==> config.mk <==
export PLATFORM = sky130hd
export DESIGN_NAME = ofdm_per_carrier_depuncturer_top
export DESIGN_NICKNAME = d
export VERILOG_FILES = /design/src/hdl/ocd_pkg.sv /design/src/hdl/ofdm_per_carrier_depuncturer_top.sv /design/src/hdl/ocd_map.sv /design/src/hdl/ocd_seq.sv
export SDC_FILE = /design/constraint.sdc
export NUM_CORES = 2
export LEC_CHECK = 0
export BUFFER_PORTS_ARGS = -buffer_cell sky130_fd_sc_hd__buf_4
export CAP_MARGIN = 20
export CORE_UTILIZATION = 35
export CTS_CLUSTER_DIAMETER = 120
export DETAILED_ROUTE_END_ITERATION = 10
export HOLD_SLACK_MARGIN = 0.03
export PLACE_DENSITY = 0.58
export SLEW_MARGIN = 15
export SYNTH_ARGS = -nofsm -noshare
export SYNTH_HDL_FRONTEND = slang
export SYNTH_SLANG_ARGS = --single-unit
==> constraint.sdc <==
create_clock -name clk -period 18.3 [get_ports clk]
set_clock_uncertainty 0.05 [all_clocks]
set_input_delay 3.66 -clock clk [delete_from_list [all_inputs] [get_ports clk]]
set_output_delay 3.66 -clock clk [all_outputs]
set_load 0.05 [all_outputs]
==> src/hdl/ocd_pkg.sv <==
// ----------------------------------------------------------------------------
// OFDM per-carrier depuncturer package
// Shared widths, codes, types and the mode tables of the depuncturer.
// ----------------------------------------------------------------------------
package ocd_pkg;

    localparam int CARRIERS = 256;
    localparam int IDX_W    = 8;
    localparam int PTR_W    = 9;
    localparam int MODE_W   = 4;
    localparam int VAL_W    = 8;
    localparam int POS_W    = 4;
    localparam int REP_W    = 3;
    localparam int CNT_W    = 2;

    localparam logic [MODE_W-1:0] MODE_MAX = MODE_W'(9);

    typedef enum logic [1:0] {
        ACT_LOAD  = 2'd0,
        ACT_START = 2'd1,
        ACT_DATA  = 2'd2
    } action_t;

    typedef enum logic [1:0] {
        ST_IDLE,
        ST_WAIT,
        ST_CHECK,
        ST_EMIT
    } state_t;

    typedef enum logic [1:0] {
        PUR_START,
        PUR_DATA,
        PUR_AFTER
    } purpose_t;

    typedef struct packed {
        logic              en;
        logic [IDX_W-1:0]  addr;
        logic [MODE_W-1:0] mode;
    } map_wr_t;

    typedef struct packed {
        logic signed [VAL_W-1:0] value;
        logic                    is_fill;
        logic                    last;
        logic                    symbol_end;
        logic                    no_carrier;
    } result_t;

    function automatic logic [REP_W:0] rep_of(input logic [MODE_W-1:0] m);
        logic [REP_W:0] r;
        case (m)
            4'd1:    r = 4'd2;
            4'd2:    r = 4'd4;
            4'd3:    r = 4'd1;
            4'd4:    r = 4'd8;
            4'd5:    r = 4'd2;
            4'd6:    r = 4'd4;
            4'd7:    r = 4'd3;
            4'd8:    r = 4'd2;
            4'd9:    r = 4'd4;
            default: r = 4'd2;
        endcase
        return r;
    endfunction

    function automatic logic [POS_W-1:0] plen_of(input logic [MODE_W-1:0] m);
        logic [POS_W-1:0] l;
        case (m)
            4'd3, 4'd5, 4'd7, 4'd9: l = 4'd6;
            4'd6:                   l = 4'd4;
            4'd8:                   l = 4'd10;
            default:                l = 4'd1;
        endcase
        return l;
    endfunction

    function automatic logic [15:0] pbits_of(input logic [MODE_W-1:0] m);
        logic [15:0] b;
        case (m)
            4'd3, 4'd5, 4'd7, 4'd9: b = 16'h001B;
            4'd6:                   b = 16'h000B;
            4'd8:                   b = 16'h019B;
            default:                b = 16'h0001;
        endcase
        return b;
    endfunction

endpackage

==> src/hdl/ofdm_per_carrier_depuncturer_top.sv <==
// ----------------------------------------------------------------------------
// OFDM per-carrier depuncturer, top level
// A start scans the map up to the first used carrier. A data beat skips
// unused carriers, scans on to the next used carrier after a finished one,
// and then emits 1 to 3 result beats; the map is walked serially through
// one read port.
// Reset clears the whole mode map at once through per-entry valid bits.
// ----------------------------------------------------------------------------
module ofdm_per_carrier_depuncturer_top (
    input  logic        clk,
    input  logic        rst_n,
    input  logic        s_axis_tvalid,
    output logic        s_axis_tready,
    input  logic [23:0] s_axis_tdata,  // carrier_index[7:0], mode[11:8], in_value[19:12]
    input  logic [1:0]  s_axis_tuser,  // action[1:0]
    output logic        m_axis_tvalid,
    input  logic        m_axis_tready,
    output logic [7:0]  m_axis_tdata,  // out_value[7:0]
    output logic [2:0]  m_axis_tuser,  // is_fill[0], symbol_end[1], no_carrier[2]
    output logic        m_axis_tlast,
    input  logic        cfg_valid,
    output logic        cfg_ready,
    input  logic [7:0]  cfg_data
);
    import ocd_pkg::*;

    logic signed [VAL_W-1:0] fill_reg;
    map_wr_t                 map_wr;
    logic [IDX_W-1:0]        map_rd_addr;
    logic [MODE_W-1:0]       map_rd_mode;
    result_t                 out_res;

    always_ff @(posedge clk or negedge rst_n)
    begin
        if (!rst_n)
        begin
            fill_reg <= '0;
        end
        else if (cfg_valid)
        begin
            fill_reg <= cfg_data;
        end
    end

    assign cfg_ready = 1'b1;

    ocd_map u_map (
        .clk     (clk),
        .rst_n   (rst_n),
        .wr      (map_wr),
        .rd_addr (map_rd_addr),
        .rd_mode (map_rd_mode)
    );

    ocd_seq u_seq (
        .clk         (clk),
        .rst_n       (rst_n),
        .in_valid    (s_axis_tvalid),
        .in_ready    (s_axis_tready),
        .in_action   (s_axis_tuser),
        .in_index    (s_axis_tdata[7:0]),
        .in_mode     (s_axis_tdata[11:8]),
        .in_value    (s_axis_tdata[19:12]),
        .fill_value  (fill_reg),
        .map_wr      (map_wr),
        .map_rd_addr (map_rd_addr),
        .map_rd_mode (map_rd_mode),
        .out_valid   (m_axis_tvalid),
        .out_ready   (m_axis_tready),
        .out_res     (out_res)
    );

    assign m_axis_tdata = out_res.value;
    assign m_axis_tlast = out_res.last;
    assign m_axis_tuser = {out_res.no_carrier, out_res.symbol_end, out_res.is_fill};

endmodule

==> src/hdl/ocd_map.sv <==
// ----------------------------------------------------------------------------
// Carrier mode map
// One write and one registered read per cycle; per-entry valid bits make
// entries that were never written read as unused right after reset.
// ----------------------------------------------------------------------------
module ocd_map (
    input  logic                          clk,
    input  logic                          rst_n,
    input  ocd_pkg::map_wr_t              wr,
    input  logic [ocd_pkg::IDX_W-1:0]     rd_addr,
    output logic [ocd_pkg::MODE_W-1:0]    rd_mode
);
    import ocd_pkg::*;

    logic [MODE_W-1:0]   mode_mem [CARRIERS];
    logic [CARRIERS-1:0] valid_reg;
    logic [MODE_W-1:0]   q_reg;
    logic                q_valid_reg;

    always_ff @(posedge clk)
    begin
        if (wr.en)
        begin
            mode_mem[wr.addr] <= wr.mode;
        end
        q_reg <= mode_mem[rd_addr];
    end

    always_ff @(posedge clk or negedge rst_n)
    begin
        if (!rst_n)
        begin
            valid_reg   <= '0;
            q_valid_reg <= 1'b0;
        end
        else
        begin
            if (wr.en)
            begin
                valid_reg[wr.addr] <= 1'b1;
            end
            q_valid_reg <= valid_reg[rd_addr];
        end
    end

    assign rd_mode = q_valid_reg ? q_reg : '0;

endmodule

==> src/hdl/ocd_seq.sv <==
// ----------------------------------------------------------------------------
// Depuncturer sequencer
// Walks the carrier pointer through the map one carrier at a time, works out
// the fill positions of the current pattern and sends the results out.
// ----------------------------------------------------------------------------
module ocd_seq (
    input  logic                              clk,
    input  logic                              rst_n,
    input  logic                              in_valid,
    output logic                              in_ready,
    input  logic [1:0]                        in_action,
    input  logic [ocd_pkg::IDX_W-1:0]         in_index,
    input  logic [ocd_pkg::MODE_W-1:0]        in_mode,
    input  logic signed [ocd_pkg::VAL_W-1:0]  in_value,
    input  logic signed [ocd_pkg::VAL_W-1:0]  fill_value,
    output ocd_pkg::map_wr_t                  map_wr,
    output logic [ocd_pkg::IDX_W-1:0]         map_rd_addr,
    input  logic [ocd_pkg::MODE_W-1:0]        map_rd_mode,
    output logic                              out_valid,
    input  logic                              out_ready,
    output ocd_pkg::result_t                  out_res
);
    import ocd_pkg::*;

    state_t                  state_reg, state_next;
    purpose_t                pur_reg, pur_next;
    logic [PTR_W-1:0]        ptr_reg, ptr_next;
    logic [REP_W-1:0]        rep_reg, rep_next;
    logic [POS_W-1:0]        pos_reg, pos_next;
    logic [CNT_W-1:0]        nres_reg, nres_next;
    logic [CNT_W-1:0]        idx_reg, idx_next;
    logic                    nc_reg, nc_next;
    logic signed [VAL_W-1:0] val_reg, val_next;
    logic                    out_valid_reg, out_valid_next;
    result_t                 out_res_reg, out_res_next;

    always_ff @(posedge clk or negedge rst_n)
    begin
        if (!rst_n)
        begin
            state_reg     <= ST_IDLE;
            pur_reg       <= PUR_START;
            ptr_reg       <= PTR_W'(CARRIERS);
            rep_reg       <= '0;
            pos_reg       <= '0;
            nres_reg      <= '0;
            idx_reg       <= '0;
            nc_reg        <= 1'b0;
            out_valid_reg <= 1'b0;
        end
        else
        begin
            state_reg     <= state_next;
            pur_reg       <= pur_next;
            ptr_reg       <= ptr_next;
            rep_reg       <= rep_next;
            pos_reg       <= pos_next;
            nres_reg      <= nres_next;
            idx_reg       <= idx_next;
            nc_reg        <= nc_next;
            out_valid_reg <= out_valid_next;
        end
    end

    always_ff @(posedge clk)
    begin
        val_reg     <= val_next;
        out_res_reg <= out_res_next;
    end

    always_comb
    begin
        logic [POS_W-1:0] len;
        logic [15:0]      pbits;
        logic [POS_W-1:0] pos;
        logic [POS_W-1:0] p1;
        logic [POS_W-1:0] p2;
        logic             fill1;
        logic             fill2;
        logic [POS_W-1:0] new_pos;
        logic             wrap;
        logic [REP_W:0]   rep_inc;
        logic             done;
        logic             last_beat;

        state_next     = state_reg;
        pur_next       = pur_reg;
        ptr_next       = ptr_reg;
        rep_next       = rep_reg;
        pos_next       = pos_reg;
        nres_next      = nres_reg;
        idx_next       = idx_reg;
        nc_next        = nc_reg;
        val_next       = val_reg;
        out_valid_next = out_valid_reg && !out_ready;
        out_res_next   = out_res_reg;
        in_ready       = 1'b0;
        map_wr         = '0;

        len     = plen_of(map_rd_mode);
        pbits   = pbits_of(map_rd_mode);
        pos     = (pos_reg >= len) ? '0 : pos_reg;
        p1      = pos + POS_W'(1);
        p2      = pos + POS_W'(2);
        fill1   = (p1 < len) && !pbits[p1];
        fill2   = fill1 && (p2 < len) && !pbits[p2];
        new_pos = p1 + POS_W'(fill1) + POS_W'(fill2);
        wrap    = (new_pos >= len);
        rep_inc = {1'b0, rep_reg} + (REP_W+1)'(1);
        done    = wrap && (rep_inc >= rep_of(map_rd_mode));
        last_beat = (idx_reg == nres_reg - CNT_W'(1));

        case (state_reg)
            ST_IDLE:
            begin
                in_ready = 1'b1;
                if (in_valid)
                begin
                    case (in_action)
                        ACT_LOAD:
                        begin
                            map_wr.en   = (in_mode <= MODE_MAX);
                            map_wr.addr = in_index;
                            map_wr.mode = in_mode;
                        end
                        ACT_START:
                        begin
                            ptr_next   = '0;
                            rep_next   = '0;
                            pos_next   = '0;
                            pur_next   = PUR_START;
                            state_next = ST_WAIT;
                        end
                        ACT_DATA:
                        begin
                            val_next   = in_value;
                            pur_next   = PUR_DATA;
                            state_next = ST_WAIT;
                        end
                        default:
                        begin
                            state_next = ST_IDLE;
                        end
                    endcase
                end
            end

            ST_WAIT:
            begin
                state_next = ST_CHECK;
            end

            ST_CHECK:
            begin
                idx_next = '0;
                nc_next  = 1'b0;
                if (ptr_reg[PTR_W-1])
                begin
                    if (pur_reg == PUR_START)
                    begin
                        state_next = ST_IDLE;
                    end
                    else
                    begin
                        nc_next    = (pur_reg == PUR_DATA);
                        if (pur_reg == PUR_DATA)
                        begin
                            nres_next = CNT_W'(1);
                        end
                        state_next = ST_EMIT;
                    end
                end
                else if (map_rd_mode == '0)
                begin
                    ptr_next   = ptr_reg + PTR_W'(1);
                    rep_next   = '0;
                    pos_next   = '0;
                    state_next = ST_WAIT;
                end
                else
                begin
                    case (pur_reg)
                        PUR_START:
                        begin
                            state_next = ST_IDLE;
                        end
                        PUR_AFTER:
                        begin
                            state_next = ST_EMIT;
                        end
                        default:
                        begin
                            nres_next = CNT_W'(1) + CNT_W'(fill1) + CNT_W'(fill2);
                            pos_next  = wrap ? '0 : new_pos;
                            if (done)
                            begin
                                rep_next   = '0;
                                ptr_next   = ptr_reg + PTR_W'(1);
                                pur_next   = PUR_AFTER;
                                state_next = ST_WAIT;
                            end
                            else
                            begin
                                if (wrap)
                                begin
                                    rep_next = rep_inc[REP_W-1:0];
                                end
                                state_next = ST_EMIT;
                            end
                        end
                    endcase
                end
            end

            ST_EMIT:
            begin
                if (!out_valid_reg || out_ready)
                begin
                    out_valid_next          = 1'b1;
                    out_res_next.value      = nc_reg ? '0 :
                                              (idx_reg == '0) ? val_reg : fill_value;
                    out_res_next.is_fill    = !nc_reg && (idx_reg != '0);
                    out_res_next.last       = last_beat;
                    out_res_next.symbol_end = last_beat && !nc_reg && ptr_reg[PTR_W-1];
                    out_res_next.no_carrier = nc_reg;
                    if (last_beat)
                    begin
                        state_next = ST_IDLE;
                    end
                    else
                    begin
                        idx_next = idx_reg + CNT_W'(1);
                    end
                end
            end

            default:
            begin
                state_next = ST_IDLE;
            end
        endcase
    end

    assign map_rd_addr = ptr_reg[IDX_W-1:0];
    assign out_valid   = out_valid_reg;
    assign out_res     = out_res_reg;

endmodule

==> results.toml <==
[sta]
period_minus_slack_ns = 6.90
whs_ns = 0.412
fin_crit_sh_pct = 37.7
tns_ns = 0
rsz0062_at_grt = "no"
relSlewSlack_pct = 22.6
worstMarginPinSlew_ns = 1.16
fmax_ghz = 0.145
slew_viol_final = 0
finalHoldViolations = 0
setup_viol = 0

[setup_path]
crit_slowest_cell = "dfxtp_1"
crit_buf_inv = 3
cp_data_required_time_ns = 18.90
cp.arrival_ns = 7.50
crit_fanout = 9
critPathTopFamily = "compound AO/OA/AOI/OAI gates"
cp_common_cell = "ha_1"
critPathMaxStageDelay_ns = 0.46
endpoint_kind = "flop"
path_class = "reg2reg"
start_kind = "flop"

[synth]
async_flop_share_pct = 21.7
yosysTopAreaCellShare_pct = 57.4
postSynthAreaPerCell_um2 = 17.4
yosys_warnings = 0
synth.yosys.seq_area_share_pct = 70.9
synthFlopType = "edfxtp_1"
syn_area_um2 = 54600
ys_ff_latch = 1339
syn_inst = 3139
yosys.area.top_type = "edfxtp_1"
synth.distinct_cells = 77
synth_edf_count = 1044
synthTopCellsByArea = "edfxtp_1 (57%), dfrtp_1 (13%), mux4_2 (12%)"
synth_fp_nets = 3205

[drt]
first_iter_violations = 2939
drc = 0
wl_mm = 137
vias_per_cell = 5.38
via_count = 28869
drtPass1Iterations = 5
drtAntennaViolNets = 0
wl_per_cell_um = 25.6

[floorplanning]
die_w_um = 397
fp-row-count = 144
design.die.area_um2 = 158000
die_h_um = 397
coreArea_um2 = 155000
boundaryPins = 54
initial_core_util_pct = 35.3

[global_route]
grt_overflow_total = 0
grt_pass1_vias = 29317
grt_first_pass_wirelength_mm = 202
grt_max_degree = 257
grt_use_total_pct = 17.5
antenna_found_initial = 10

[clocking]
cts_tree = "yes"
cts.sinks = 1339
numCtsBuffers = 141
post_cts_buffers = 0
clk_pin_slew_worst_paths_ns = 0.06
holdBufCountCts = 0
clockBufferDepth = 3
clkLatencyLatePin_ns = 0.78
root_buffer = "clkbuf_16"
ctsResizeCount = 0
cts_max_level = 4

[layout]
syn2layout_area_growth_pct = 13.2
fin_nets = 3267
fillers = 13965
largest_reg_flops = 1024
drive_gt1_share_pct = 23.2

[placed_design]
port-buffer-count = 48
place_congestion = 0.828
dpl.hpwl_mm = 80.0

[min_path]
hold_class = "reg2reg"

[power_and_ir_drop]
total_power_mw = 7.98
irDropWorstVdd_uv = 103
p_leak_nw = 21.0
power_density_nw_per_um2 = 129

[run]
max-cap-violations = 0

[status]
status = "finished, final reports clean"
stage by stage:
| step | cell area, µm² | util, % | setup WS (ns) | cells |
|---|---|---|---|---|
| floorplan | 54600 | - | 9.98 | 3139 |
| global placement | 57100 | 36.9 | 11.21 | 5097 |
| detailed placement | 57100 | 36.9 | 11.05 | 5098 |
| CTS | 61800 | 40.0 | 11.42 | 5361 |
| global route | 61900 | 40.0 | 10.74 | 5365 |
| finish | 61900 | 40.0 | 11.40 | 5366 |
placed cells by master, fill, tap and decap left out, types with 17 or more instances in the layout:
master	n
nor2b_1	33
dfrtp_1	285
a211oi_1	40
nor2_1	312
clkinv_2	19
inv_1	22
nand3_1	31
clkbuf_1	39
o22ai_1	28
ha_1	26
mux4_2	285
buf_4	109
or2_2	116
o21ai_0	67
clkinv_1	17
mux2i_1	153
a21oi_1	23
edfxtp_1	1044
clkbuf_16	142
nand2_1	70
o21bai_1	145
synthesized netlist by cell type, drive strengths merged (6+ instances only):
master,count
a2111oi,11
a211oi,40
a21o,11
a21oi,24
a221oi,15
a22oi,8
a32oi,6
and2,17
and3,6
buf,101
clkbuf,99
dfrtp,290
edfxtp,1044
ha,26
inv,22
mux2,16
mux2i,153
mux4,285
nand2,76
nand2b,14
nand3,32
nand4,12
nor2,313
nor2b,33
nor3,16
nor4,8
o211ai,16
o21ai,68
o21bai,145
o221ai,6
o22ai,28
or2,116
power by group:
| group | switching [mW] | internal [mW] |
|---|---|---|
| Clock | 1.22 | 1.65 |
| Sequential | 0.0968 | 3.32 |
| Combinational | 0.956 | 0.732 |
| Total | 2.28 | 5.70 |
final cells by class:
| class | count | area (µm²) | share of cell area [%] |
|---|---|---|---|
| diodes | 1 | 2.50 | 0.00404 |
| clock buffers | 195 | 3890 | 6.29 |
| clock inverters | 68 | 786 | 1.27 |
| inverters | 22 | 82.6 | 0.133 |
| multi-input cells | 1578 | 14800 | 23.9 |
| flip-flops and latches | 1339 | 38700 | 62.6 |
| well taps | 2044 | 2560 | 4.13 |
| repair buffers | 119 | 1000 | 1.62 |
cell families after synthesis:
| family | synth area share [%] |
|---|---|
| flops | 70.9 |
| simple gates | 5.79 |
| mux | 14.9 |
| compound gates | 5.61 |
| buf+inv | 2.10 |
| fa+ha+maj | 0.653 |
| xor+xnor | 0.0962 |
| other cells | 0.00686 |
worst paths after layout:
path | depth (start not counted) | slack, ns | startpoint | endpoint
setup / recovery | 29 | 11.40 | u_map.q_reg[3]$_DFF_P_ | u_seq.ptr_reg[7]$_DFFE_PN0P_
min in group asynchronous | 1 | 2.81 | rst_n | fill_reg[1]$_DFFE_PN0P_
setup reg to reg | 29 | 11.40 | u_map.q_reg[3]$_DFF_P_ | u_seq.ptr_reg[7]$_DFFE_PN0P_
hold reg to reg | 1 | 0.41 | u_map.valid_reg[140]$_DFFE_PN0P_ | u_map.valid_reg[140]$_DFFE_PN0P_
max in group asynchronous | 2 | 13.95 | rst_n | u_map.valid_reg[127]$_DFFE_PN0P_
hold / removal | 1 | 0.41 | u_map.valid_reg[140]$_DFFE_PN0P_ | u_map.valid_reg[140]$_DFFE_PN0P_
metal layers:
metal / track usage, % / part of all wire [%] / wire (µm)
met1: 25.0 / 44 / 61000
met4: 5.12 / 2.4 / 3230
met3: 3.40 / 6.7 / 9240
met5: 0 / 0.023 / 32
met2: 27.0 / 46 / 63700
Power figures use the tool's default switching activity.
